**src/rtl/bse_pkg.sv**
```systemverilog
// Shared types and constants for the byte stack engine.
// No dependencies; every other file in rtl/ imports this package.
`default_nettype none

package bse_pkg;

   localparam int DEFAULT_STACK_DEPTH = 32;

   localparam int OP_W    = 3;
   localparam int BYTE_W  = 8;
   localparam int STS_W   = 2;
   localparam int DEPTH_W = 6;

   typedef enum logic [OP_W-1:0] {
      OP_PUSH = 3'd0,
      OP_POP  = 3'd1,
      OP_DUP  = 3'd2,
      OP_ROLL = 3'd3,
      OP_ADD  = 3'd4,
      OP_MUL  = 3'd5,
      OP_DUMP = 3'd6
   } op_type;

   typedef enum logic [STS_W-1:0] {
      STS_OK    = 2'd0,
      STS_UNDER = 2'd1,
      STS_OVER  = 2'd2,
      STS_ROLL  = 2'd3
   } status_type;

   typedef enum logic [1:0] {
      ST_IDLE,
      ST_ROLL,
      ST_REPLY,
      ST_DUMP
   } state_type;

   // What every cell of the stack does in a cycle
   typedef enum logic [2:0] {
      CMD_HOLD,
      CMD_DOWN,     // every cell takes its upper neighbor, top takes the new byte
      CMD_UP,       // every cell takes its lower neighbor
      CMD_TOP_UP,   // top takes the new byte, the rest take their lower neighbor
      CMD_SWAP      // the cell at the swap position trades with the one above it
   } cell_cmd_type;

   typedef struct packed {
      cell_cmd_type cmd;
      logic         shadow_load;
      logic         shadow_shift;
   } cell_ctl_type;

   typedef struct packed {
      logic [OP_W-1:0]   operation;
      logic [BYTE_W-1:0] push_value;
   } req_type;

   typedef struct packed {
      logic               has_value;
      logic [BYTE_W-1:0]  value;
      logic               last;
      logic [STS_W-1:0]   status;
      logic [DEPTH_W-1:0] depth;
   } rsp_type;

endpackage

`default_nettype wire

```
**src/rtl/bse_req_if.sv**
```systemverilog
// Request channel of the byte stack engine: valid, ready and one operation item.
// Depends on bse_pkg for the payload type.
`default_nettype none

interface bse_req_if import bse_pkg::*; ();
   logic    valid;
   logic    ready;
   req_type data;

   modport source (output valid, output data, input ready);
   modport sink (input valid, input data, output ready);
endinterface

`default_nettype wire

```
**src/rtl/bse_rsp_if.sv**
```systemverilog
// Response channel of the byte stack engine: valid, ready and one result item.
// Depends on bse_pkg for the payload type.
`default_nettype none

interface bse_rsp_if import bse_pkg::*; ();
   logic    valid;
   logic    ready;
   rsp_type data;

   modport source (output valid, output data, input ready);
   modport sink (input valid, input data, output ready);
endinterface

`default_nettype wire

```
**src/rtl/bse_cell.sv**
```systemverilog
// One stack slot: a data byte and a shadow byte used to stream the stack out.
// Depends on bse_pkg; instantiated in a row by byte_stack_engine_with_roll.
`default_nettype none

module bse_cell import bse_pkg::*; #(
   parameter int CELL_INDEX = 0,
   parameter int IDX_W      = 5
) (
   input  wire logic              clock,
   input  wire cell_ctl_type      ctl,
   input  wire logic [IDX_W-1:0]  swap_pos,
   input  wire logic [BYTE_W-1:0] above_data,
   input  wire logic [BYTE_W-1:0] below_data,
   input  wire logic [BYTE_W-1:0] shadow_below,
   output logic [BYTE_W-1:0]      data_out,
   output logic [BYTE_W-1:0]      shadow_out
);

   localparam logic              IS_TOP    = (CELL_INDEX == 0);
   localparam logic [IDX_W-1:0]  MY_POS    = IDX_W'(CELL_INDEX);
   // Zero at the bottom of a power-of-two row; a swap position is never zero
   localparam logic [IDX_W-1:0]  ABOVE_POS = IDX_W'(CELL_INDEX + 1);

   logic [BYTE_W-1:0] data_ff, data_in;
   logic [BYTE_W-1:0] shadow_ff, shadow_in;

   always_comb begin
      data_in = data_ff;
      unique case (ctl.cmd)
         CMD_HOLD:   data_in = data_ff;
         CMD_DOWN:   data_in = above_data;
         CMD_UP:     data_in = below_data;
         CMD_TOP_UP: data_in = IS_TOP ? above_data : below_data;
         CMD_SWAP: begin
            priority if (swap_pos == MY_POS) data_in = above_data;
            else if (swap_pos == ABOVE_POS) data_in = below_data;
            else data_in = data_ff;
         end
         default:    data_in = data_ff;
      endcase
   end

   always_comb begin
      priority if (ctl.shadow_load) shadow_in = data_ff;
      else if (ctl.shadow_shift) shadow_in = shadow_below;
      else shadow_in = shadow_ff;
   end

   always_ff @(posedge clock) begin
      data_ff   <= data_in;
      shadow_ff <= shadow_in;
   end

   assign data_out   = data_ff;
   assign shadow_out = shadow_ff;

endmodule

`default_nettype wire

```
**src/rtl/byte_stack_engine_with_roll.sv**
```systemverilog
// Byte stack engine with roll. The stack is a row of STACK_DEPTH cells with the top
// in cell 0; push, pop, dup, add and mul shift the whole row by one place in their
// accept cycle, so such items are accepted back to back while the result register
// drains. Roll with a count n above zero pops the count, then makes n neighbor swaps
// that lift the chosen element to the top, then loads the result, which waits while
// the sink stalls; a count of zero loads its result on accept. Dump copies the
// row into the shadow chain in its accept cycle and then streams one element per
// cycle from the top whenever the sink is free, pausing while the sink stalls.
// Faults leave the stack unchanged and report in status. No clearing pass is needed.
// Depends on bse_pkg, bse_req_if, bse_rsp_if and bse_cell.
`default_nettype none

module byte_stack_engine_with_roll import bse_pkg::*; #(
   parameter int STACK_DEPTH = DEFAULT_STACK_DEPTH
) (
   input  wire logic clock,
   input  wire logic reset,
   bse_req_if.sink   req_ch,
   bse_rsp_if.source rsp_ch
);

   localparam int IDX_W = $clog2(STACK_DEPTH);
   localparam int SP_W  = $clog2(STACK_DEPTH + 1);
   localparam logic [SP_W-1:0] SP_FULL = SP_W'(STACK_DEPTH);
   localparam logic [SP_W-1:0] SP_ONE  = SP_W'(1);
   localparam logic [SP_W-1:0] SP_TWO  = SP_W'(2);

   state_type         state_ff, state_in;
   logic [SP_W-1:0]   sp_ff, sp_in;
   logic [SP_W-1:0]   cnt_ff, cnt_in;
   logic              rsp_valid_ff, rsp_valid_in;
   rsp_type           rsp_data_ff, rsp_data_in;

   cell_ctl_type      ctl;
   logic [BYTE_W-1:0] top_in;
   logic [BYTE_W-1:0] cell_data   [STACK_DEPTH];
   logic [BYTE_W-1:0] cell_shadow [STACK_DEPTH];

   logic              out_free;
   logic              accept;
   logic              go_roll;
   logic              go_dump;
   logic              rsp_load;
   status_type        status;
   logic [SP_W-1:0]   sp_less;
   logic [BYTE_W-1:0] roll_n;
   logic [BYTE_W-1:0] sum_byte;
   logic [2*BYTE_W-1:0] product;

   assign out_free = !rsp_valid_ff || rsp_ch.ready;
   assign req_ch.ready = (state_ff == ST_IDLE) && out_free;
   assign accept = req_ch.valid && req_ch.ready;

   assign sp_less  = sp_ff - SP_ONE;
   assign roll_n   = cell_data[0];
   assign sum_byte = cell_data[1] + cell_data[0];
   assign product  = cell_data[1] * cell_data[0];

   // Decode the item and drive the row
   always_comb begin
      ctl      = '{cmd: CMD_HOLD, shadow_load: 1'b0, shadow_shift: 1'b0};
      top_in   = req_ch.data.push_value;
      sp_in    = sp_ff;
      cnt_in   = cnt_ff;
      status   = STS_OK;
      go_roll  = 1'b0;
      go_dump  = 1'b0;
      rsp_load = 1'b0;
      rsp_data_in = rsp_data_ff;

      unique case (state_ff)
         ST_IDLE: begin
            if (accept) begin
               unique case (req_ch.data.operation)
                  OP_PUSH: begin
                     if (sp_ff == SP_FULL) status = STS_OVER;
                     else begin
                        ctl.cmd = CMD_DOWN;
                        sp_in   = sp_ff + SP_ONE;
                     end
                  end
                  OP_POP: begin
                     if (sp_ff == '0) status = STS_UNDER;
                     else begin
                        ctl.cmd = CMD_UP;
                        sp_in   = sp_less;
                     end
                  end
                  OP_DUP: begin
                     top_in = cell_data[0];
                     if (sp_ff == '0) status = STS_UNDER;
                     else if (sp_ff == SP_FULL) status = STS_OVER;
                     else begin
                        ctl.cmd = CMD_DOWN;
                        sp_in   = sp_ff + SP_ONE;
                     end
                  end
                  OP_ROLL: begin
                     if (sp_ff == '0) status = STS_UNDER;
                     else if (roll_n >= BYTE_W'(sp_less)) status = STS_ROLL;
                     else begin
                        // pop the count, then swap the element up n times
                        ctl.cmd = CMD_UP;
                        sp_in   = sp_less;
                        cnt_in  = SP_W'(roll_n);
                        go_roll = (roll_n != '0);
                     end
                  end
                  OP_ADD, OP_MUL: begin
                     top_in = (req_ch.data.operation == OP_ADD) ? sum_byte
                                                                : product[BYTE_W-1:0];
                     if (sp_ff < SP_TWO) status = STS_UNDER;
                     else begin
                        ctl.cmd = CMD_TOP_UP;
                        sp_in   = sp_less;
                     end
                  end
                  OP_DUMP: begin
                     if (sp_ff != '0) begin
                        ctl.shadow_load = 1'b1;
                        cnt_in  = sp_ff;
                        go_dump = 1'b1;
                     end
                  end
                  default: status = STS_OK;
               endcase

               if (!go_roll && !go_dump) begin
                  rsp_load    = 1'b1;
                  rsp_data_in = '{has_value: 1'b0, value: '0, last: 1'b1,
                                  status: status, depth: DEPTH_W'(sp_in)};
               end
            end
         end
         ST_ROLL: begin
            ctl.cmd = CMD_SWAP;
            cnt_in  = cnt_ff - SP_ONE;
         end
         ST_REPLY: begin
            if (out_free) begin
               rsp_load    = 1'b1;
               rsp_data_in = '{has_value: 1'b0, value: '0, last: 1'b1,
                               status: STS_OK, depth: DEPTH_W'(sp_ff)};
            end
         end
         ST_DUMP: begin
            if (out_free) begin
               ctl.shadow_shift = 1'b1;
               cnt_in      = cnt_ff - SP_ONE;
               rsp_load    = 1'b1;
               rsp_data_in = '{has_value: 1'b1, value: cell_shadow[0],
                               last: (cnt_ff == SP_ONE), status: STS_OK,
                               depth: DEPTH_W'(sp_ff)};
            end
         end
         default: ctl.cmd = CMD_HOLD;
      endcase
   end

   always_comb begin
      state_in = state_ff;
      unique case (state_ff)
         ST_IDLE: begin
            priority if (go_roll) state_in = ST_ROLL;
            else if (go_dump) state_in = ST_DUMP;
            else state_in = ST_IDLE;
         end
         ST_ROLL:  if (cnt_ff == SP_ONE) state_in = ST_REPLY;
         ST_REPLY: if (out_free) state_in = ST_IDLE;
         ST_DUMP:  if (out_free && cnt_ff == SP_ONE) state_in = ST_IDLE;
         default:  state_in = ST_IDLE;
      endcase
   end

   always_comb begin
      priority if (rsp_load) rsp_valid_in = 1'b1;
      else if (rsp_ch.ready) rsp_valid_in = 1'b0;
      else rsp_valid_in = rsp_valid_ff;
   end

   always_ff @(posedge clock) begin
      if (reset) begin
         state_ff     <= ST_IDLE;
         sp_ff        <= '0;
         cnt_ff       <= '0;
         rsp_valid_ff <= 1'b0;
      end else begin
         state_ff     <= state_in;
         sp_ff        <= sp_in;
         cnt_ff       <= cnt_in;
         rsp_valid_ff <= rsp_valid_in;
      end
   end

   always_ff @(posedge clock) begin
      rsp_data_ff <= rsp_data_in;
   end

   assign rsp_ch.valid = rsp_valid_ff;
   assign rsp_ch.data  = rsp_data_ff;

   for (genvar i = 0; i < STACK_DEPTH; i++) begin : g_cell
      logic [BYTE_W-1:0] above;
      logic [BYTE_W-1:0] below;
      logic [BYTE_W-1:0] shadow_below;

      if (i == 0) begin : g_top
         assign above = top_in;
      end else begin : g_mid
         assign above = cell_data[i-1];
      end

      if (i == STACK_DEPTH - 1) begin : g_bottom
         assign below        = '0;
         assign shadow_below = '0;
      end else begin : g_inner
         assign below        = cell_data[i+1];
         assign shadow_below = cell_shadow[i+1];
      end

      bse_cell #(
         .CELL_INDEX (i),
         .IDX_W      (IDX_W)
      ) u_cell (
         .clock        (clock),
         .ctl          (ctl),
         .swap_pos     (cnt_ff[IDX_W-1:0]),
         .above_data   (above),
         .below_data   (below),
         .shadow_below (shadow_below),
         .data_out     (cell_data[i]),
         .shadow_out   (cell_shadow[i])
      );
   end

endmodule

`default_nettype wire
```
**src/flat_wrapper.sv**
```systemverilog
// flat-port wrapper written by rule: the top's interface ports become plain ports
module byte_stack_engine_with_roll_flat import bse_pkg::*;
#(
   parameter int STACK_DEPTH = DEFAULT_STACK_DEPTH
)
  (clock, reset, req_ch_valid, req_ch_data, req_ch_ready, rsp_ch_valid, rsp_ch_data, rsp_ch_ready);
  bse_req_if req_ch_i ();
  bse_rsp_if rsp_ch_i ();
  input  wire logic clock;
  input  wire logic reset;
  input wire logic [$bits(req_ch_i.valid)-1:0] req_ch_valid;
  input wire logic [$bits(req_ch_i.data)-1:0] req_ch_data;
  output wire logic [$bits(req_ch_i.ready)-1:0] req_ch_ready;
  output wire logic [$bits(rsp_ch_i.valid)-1:0] rsp_ch_valid;
  output wire logic [$bits(rsp_ch_i.data)-1:0] rsp_ch_data;
  input wire logic [$bits(rsp_ch_i.ready)-1:0] rsp_ch_ready;
  assign req_ch_i.valid = req_ch_valid;
  assign req_ch_i.data = req_ch_data;
  assign req_ch_ready = req_ch_i.ready;
  assign rsp_ch_valid = rsp_ch_i.valid;
  assign rsp_ch_data = rsp_ch_i.data;
  assign rsp_ch_i.ready = rsp_ch_ready;
  byte_stack_engine_with_roll #(.STACK_DEPTH(STACK_DEPTH)) u_core (.clock(clock), .reset(reset), .req_ch(req_ch_i), .rsp_ch(rsp_ch_i));
endmodule
```
**config.mk**
```make
export PLATFORM = sky130hd
export DESIGN_NAME = byte_stack_engine_with_roll_flat
export DESIGN_NICKNAME = d
export VERILOG_FILES = /design/src/rtl/bse_pkg.sv /design/src/rtl/bse_req_if.sv /design/src/rtl/bse_rsp_if.sv /design/src/rtl/bse_cell.sv /design/src/rtl/byte_stack_engine_with_roll.sv /design/src/flat_wrapper.sv
export SDC_FILE = /design/constraint.sdc
export NUM_CORES = 1
export LEC_CHECK = 0
export BUFFER_PORTS_ARGS = -buffer_cell sky130_fd_sc_hd__buf_2
export CAP_MARGIN = 20
export CORE_ASPECT_RATIO = 1.4
export CORE_MARGIN = 2
export CORE_UTILIZATION = 35
export CTS_CLUSTER_SIZE = 10
export DETAILED_ROUTE_END_ITERATION = 10
export HOLD_SLACK_MARGIN = 0.12
export PLACE_DENSITY_LB_ADDON = 0.3
export SLEW_MARGIN = 20
export SYNTH_ARGS = -nofsm -noshare
export SYNTH_HDL_FRONTEND = slang
export SYNTH_SLANG_ARGS = --single-unit
```
**constraint.sdc**
```tcl
create_clock -name clock -period 47.3 [get_ports clock]
set_input_delay 9.46 -clock clock [delete_from_list [all_inputs] [get_ports clock]]
set_output_delay 9.46 -clock clock [all_outputs]
set_load 0.02 [all_outputs]
```
==> summary by stage <==
Outcome
The run finished with clean final reports.

Layout
The combined flip-flop and latch cell area is ~16000 sq um. In the final design database the tool counted 2289 nets. Cells fill 39.2% of the core in the end. The number of fillers in the final layout is 7115. The number of diodes is 0. The post-route netlist has between 10% and 20% of its cells at a drive strength greater than 1. The signed area change from the synthesized netlist to the final layout is 10.8%. The area taken by multi-input logic gates is 9990 sq um.

Critical path
STA puts the critical path data required time at 37840 ps. The kind of cell with the highest combined delay along the critical path is simple AND/OR/NAND/NOR gates. The worst path arrival time is 10250 ps.

Of all nets on the critical path, the largest fanout is 4. For this run, the slowest stage of the critical path takes 350 ps. Among all stages on the critical path, the largest delay is contributed by nor2b_1. The critical path is of the in2out type. The dominant cell type by count on the critical path is buf_2. STA classifies the critical path endpoint as an output pin. The critical path goes through buf_2 > nor2b_1 > nor3_1 > buf_2.

Together, buffers and inverters on the worst path number 2. STA classifies the critical path startpoint as an input port.

Yosys
The most instantiated library cell after synthesis is nand2_1. The gate count after technology mapping is around 2200. The mean instance size in the synthesized netlist is 12.1 sq um. When the netlist entered floorplanning its net count stood at approximately 2300.

The post-synth design cell area is 26700 sq um. Of all flip-flops after synthesis, the portion carrying an async set or reset was 0%. The primary flip-flop cell chosen by synthesis mapping is edfxtp_1.

The portion of synthesized cell area occupied by the leading cell type is 59.5%. The netlist uses 68 different library cells. Counting flops with a built-in enable in the synthesized netlist gives 530.

Ranked by instance count, the synthesized netlist is headed by nand2_1, edfxtp_1, mux2_4, clkbuf_1, mux2_1. Counting flops and latches in the post-synthesis netlist gives 545. Yosys printed 0 warnings. The cell type with the highest aggregate area in the netlist is edfxtp_1. Sorting the synthesized cells by area gives the leading types as edfxtp_1, nand2_1, mux2_4, mux2_1, ha_1. The sequential cell area fraction in the yosys report is 60.6%.

Place
The count of buffers added on input and output ports is 34. Detailed placement ended at an HPWL of 40.5 mm. The routability congestion estimate from global placement is 0.847. OpenSTA, run right after detailed placement, puts the worst setup slack at 27610 ps.

Route
Across all layers, the routed design uses 16426 vias. The sum of routed wire length over all layers is 61.8 mm. The iteration-0 DRC count of the detailed router is 1054.

The detailed-route vias per instance is 5.10. The residual antenna-violating net count after detailed routing is 0. The average detailed-routed wire length per instance is about 19 um. The detailed-route DRC error count is 0.

For this run, the detailed router's first-pass iteration total came to 5.

Clocking
TritonCTS built the clock tree. Clock-pin slew was measured on the worst setup and hold paths at 60 ps. Gates resized during post-CTS repair numbered 0.

In this run the deepest clock path goes through 3 buffers. The quantity of hold-fixing buffers added after cts is 0. The number of clock sinks is around 550.

In this run the post-CTS setup repair buffer count came out at 0. The clock tree root driver cell is clkbuf_16. Clock tree synthesis inserted a total of 61 buffers. The H-tree was split into 2 levels. Clock latency on the worst-skew pair, taken at its later pin, is 640 ps.

Timing
Setup repair after global routing left no endpoint under its margin. The final-report max-slew violation count is 0. The minimum clock period is 19710 ps.

The minimum setup slack in the final design is 27590 ps. The maximum clock frequency is 50.7 MHz. For the pin with the worst max-slew slack, the measured transition is 1060 ps. Setup violations remaining at the end of the flow were counted as 0. In the finished design, the share of the clock period the worst path needs comes to 41.7%. The number of hold violations in the final report is 0. In this run the tightest slew margin relative to its limit is 28.8%. Adding up every negative setup slack in the final design gives 0 ps. Across all hold checks on the routed design, the worst slack comes to 492 ps. Across the routed clock network, the largest skew measured is roughly 33 ps.

GRT
The number of global-route vias before repair is 17058. The initial antenna violation count came to 0. Global routing used between 10% and 20% of the available tracks. The first global-routing pass estimated 97.8 mm of wire. The total congestion overflow is 0. The pin count of the biggest net entering global routing is 182.

Pwr
The cell-internal power is 907 uW. For this design the ratio of total power to cell area is 41.8 nW/um^2. The leakage power figure is 0.0115 uW. The design draws 1240 uW. Of the total power, the clock network draws 33.9%. The worst supply voltage drop on vdd is 0.0000304 V. The power share of the sequential group is 49.4%. The switching portion of total power is 26.8%.

The switching power is 333 uW. Of the total power, combinational logic draws 16.7%.

Floorplan
The standard-cell row count is 119. The initial core utilization is around 35%. The core footprint is 75500 sq um.

The die is around 330 um tall. The die extent in x is ~240 um. The number of ports placed on the die boundary is 35. The floorplan step defined a die boundary enclosing between 70000 and 80000 sq um.

Min path
The class of the worst hold path is reg2reg.

Run
The number of violations of the max-capacitance limit is 0.
==> placed cells by master, fill, tap and decap left out, types with 20 or more instances in the layout <==
cell type | Yosys | layout
clkbuf_16 | 0 | 62
mux2_4 | 144 | 144
xnor2_1 | 20 | 20
nand2_1 | 801 | 801
buf_4 | 1 | 25
mux2_1 | 79 | 79
mux2_2 | 21 | 21
o21ai_0 | 61 | 51
buf_2 | 3 | 34
clkbuf_1 | 95 | 23
edfxtp_1 | 530 | 530
nand3_1 | 27 | 26
nor2_1 | 39 | 39
ha_1 | 37 | 37
inv_1 | 37 | 37
and2_1 | 32 | 32
a21oi_1 | 38 | 37
==> area by class of cell <==
type	count	area share, %
sequential	545	54.7
multi-input combinational	1519	33.7
clock buffer	85	5.53
tap	968	4.09
timing repair buffer	60	1.28
inverter	37	0.469
clock inverter	5	0.177
==> flip-flops by register name, summed over array words and instances, names as in the netlist <==
register / cells
u_core.cnt_ff: 6
u_core.state_ff: 2
u_core.sp_ff: 6
u_core.rsp_ch.valid: 1
u_core.rsp_ch.data: 18
u_core.g_cell.u_cell.data_out: 256
u_core.g_cell.u_cell.shadow_out: 256
==> worst min-delay path: stages (launching register included) <==
cell and delay [ps]:
edfxtp_1 320, nand2_1 40, nand2_1 50
==> logic make-up after synthesis <==
| family | after synthesis | synth area share (%) |
|---|---|---|
| simple gates | 985 | 15.2 |
| flops | 545 | 60.6 |
| fa+ha+maj | 50 | 2.70 |
| xor+xnor | 30 | 0.983 |
| compound gates | 203 | 5.64 |
| mux | 251 | 12.6 |
| buf+inv | 149 | 2.30 |
==> metal layers <==
| layer | global-route usage, % | vias up | wire, um |
|---|---|---|---|
| li1 | - | 7765 | - |
| met1 | 18.7 | 8249 | 25500 |
| met2 | 29.0 | 302 | 32100 |
| met3 | 2.11 | 110 | 2100 |
| met4 | 5.92 | 0 | 2020 |
| met5 | 0 | - | 0 |
==> power groups by stage <==
stage	Combinational (uW)	Clock (uW)	Sequential (uW)
finish	206	420	612
floorplan	157	0	611
global placement	203	0	621
CTS	209	433	613
detailed placement	207	0	622
global route	227	450	616
==> through the flow <==
step / std cells / area [sq um]
4_1_cts: 3219 / 29600
3_3_place_gp: 3129 / 27900
3_5_place_dp: 3129 / 27900
2_1_floorplan: 2213 / 26700
5_1_grt: 3219 / 29600
6_report: 3219 / 29600
==> final timing paths <==
path                                                    from                                               to  slack [ps]  depth (start not counted)
max                                             rsp_ch_ready                                     req_ch_ready       27590                          4
min          u_core.g_cell[3].u_cell.shadow_out[0]$_DFFE_PP_  u_core.g_cell[2].u_cell.shadow_out[0]$_DFFE_PP_         490                          2
max reg2reg                     u_core.sp_ff[0]$_SDFFE_PP0P_    u_core.g_cell[5].u_cell.data_out[2]$_DFFE_PP_       42290                         13
min reg2reg  u_core.g_cell[3].u_cell.shadow_out[0]$_DFFE_PP_  u_core.g_cell[2].u_cell.shadow_out[0]$_DFFE_PP_         490                          2
(Power assumes the default switching activity.)
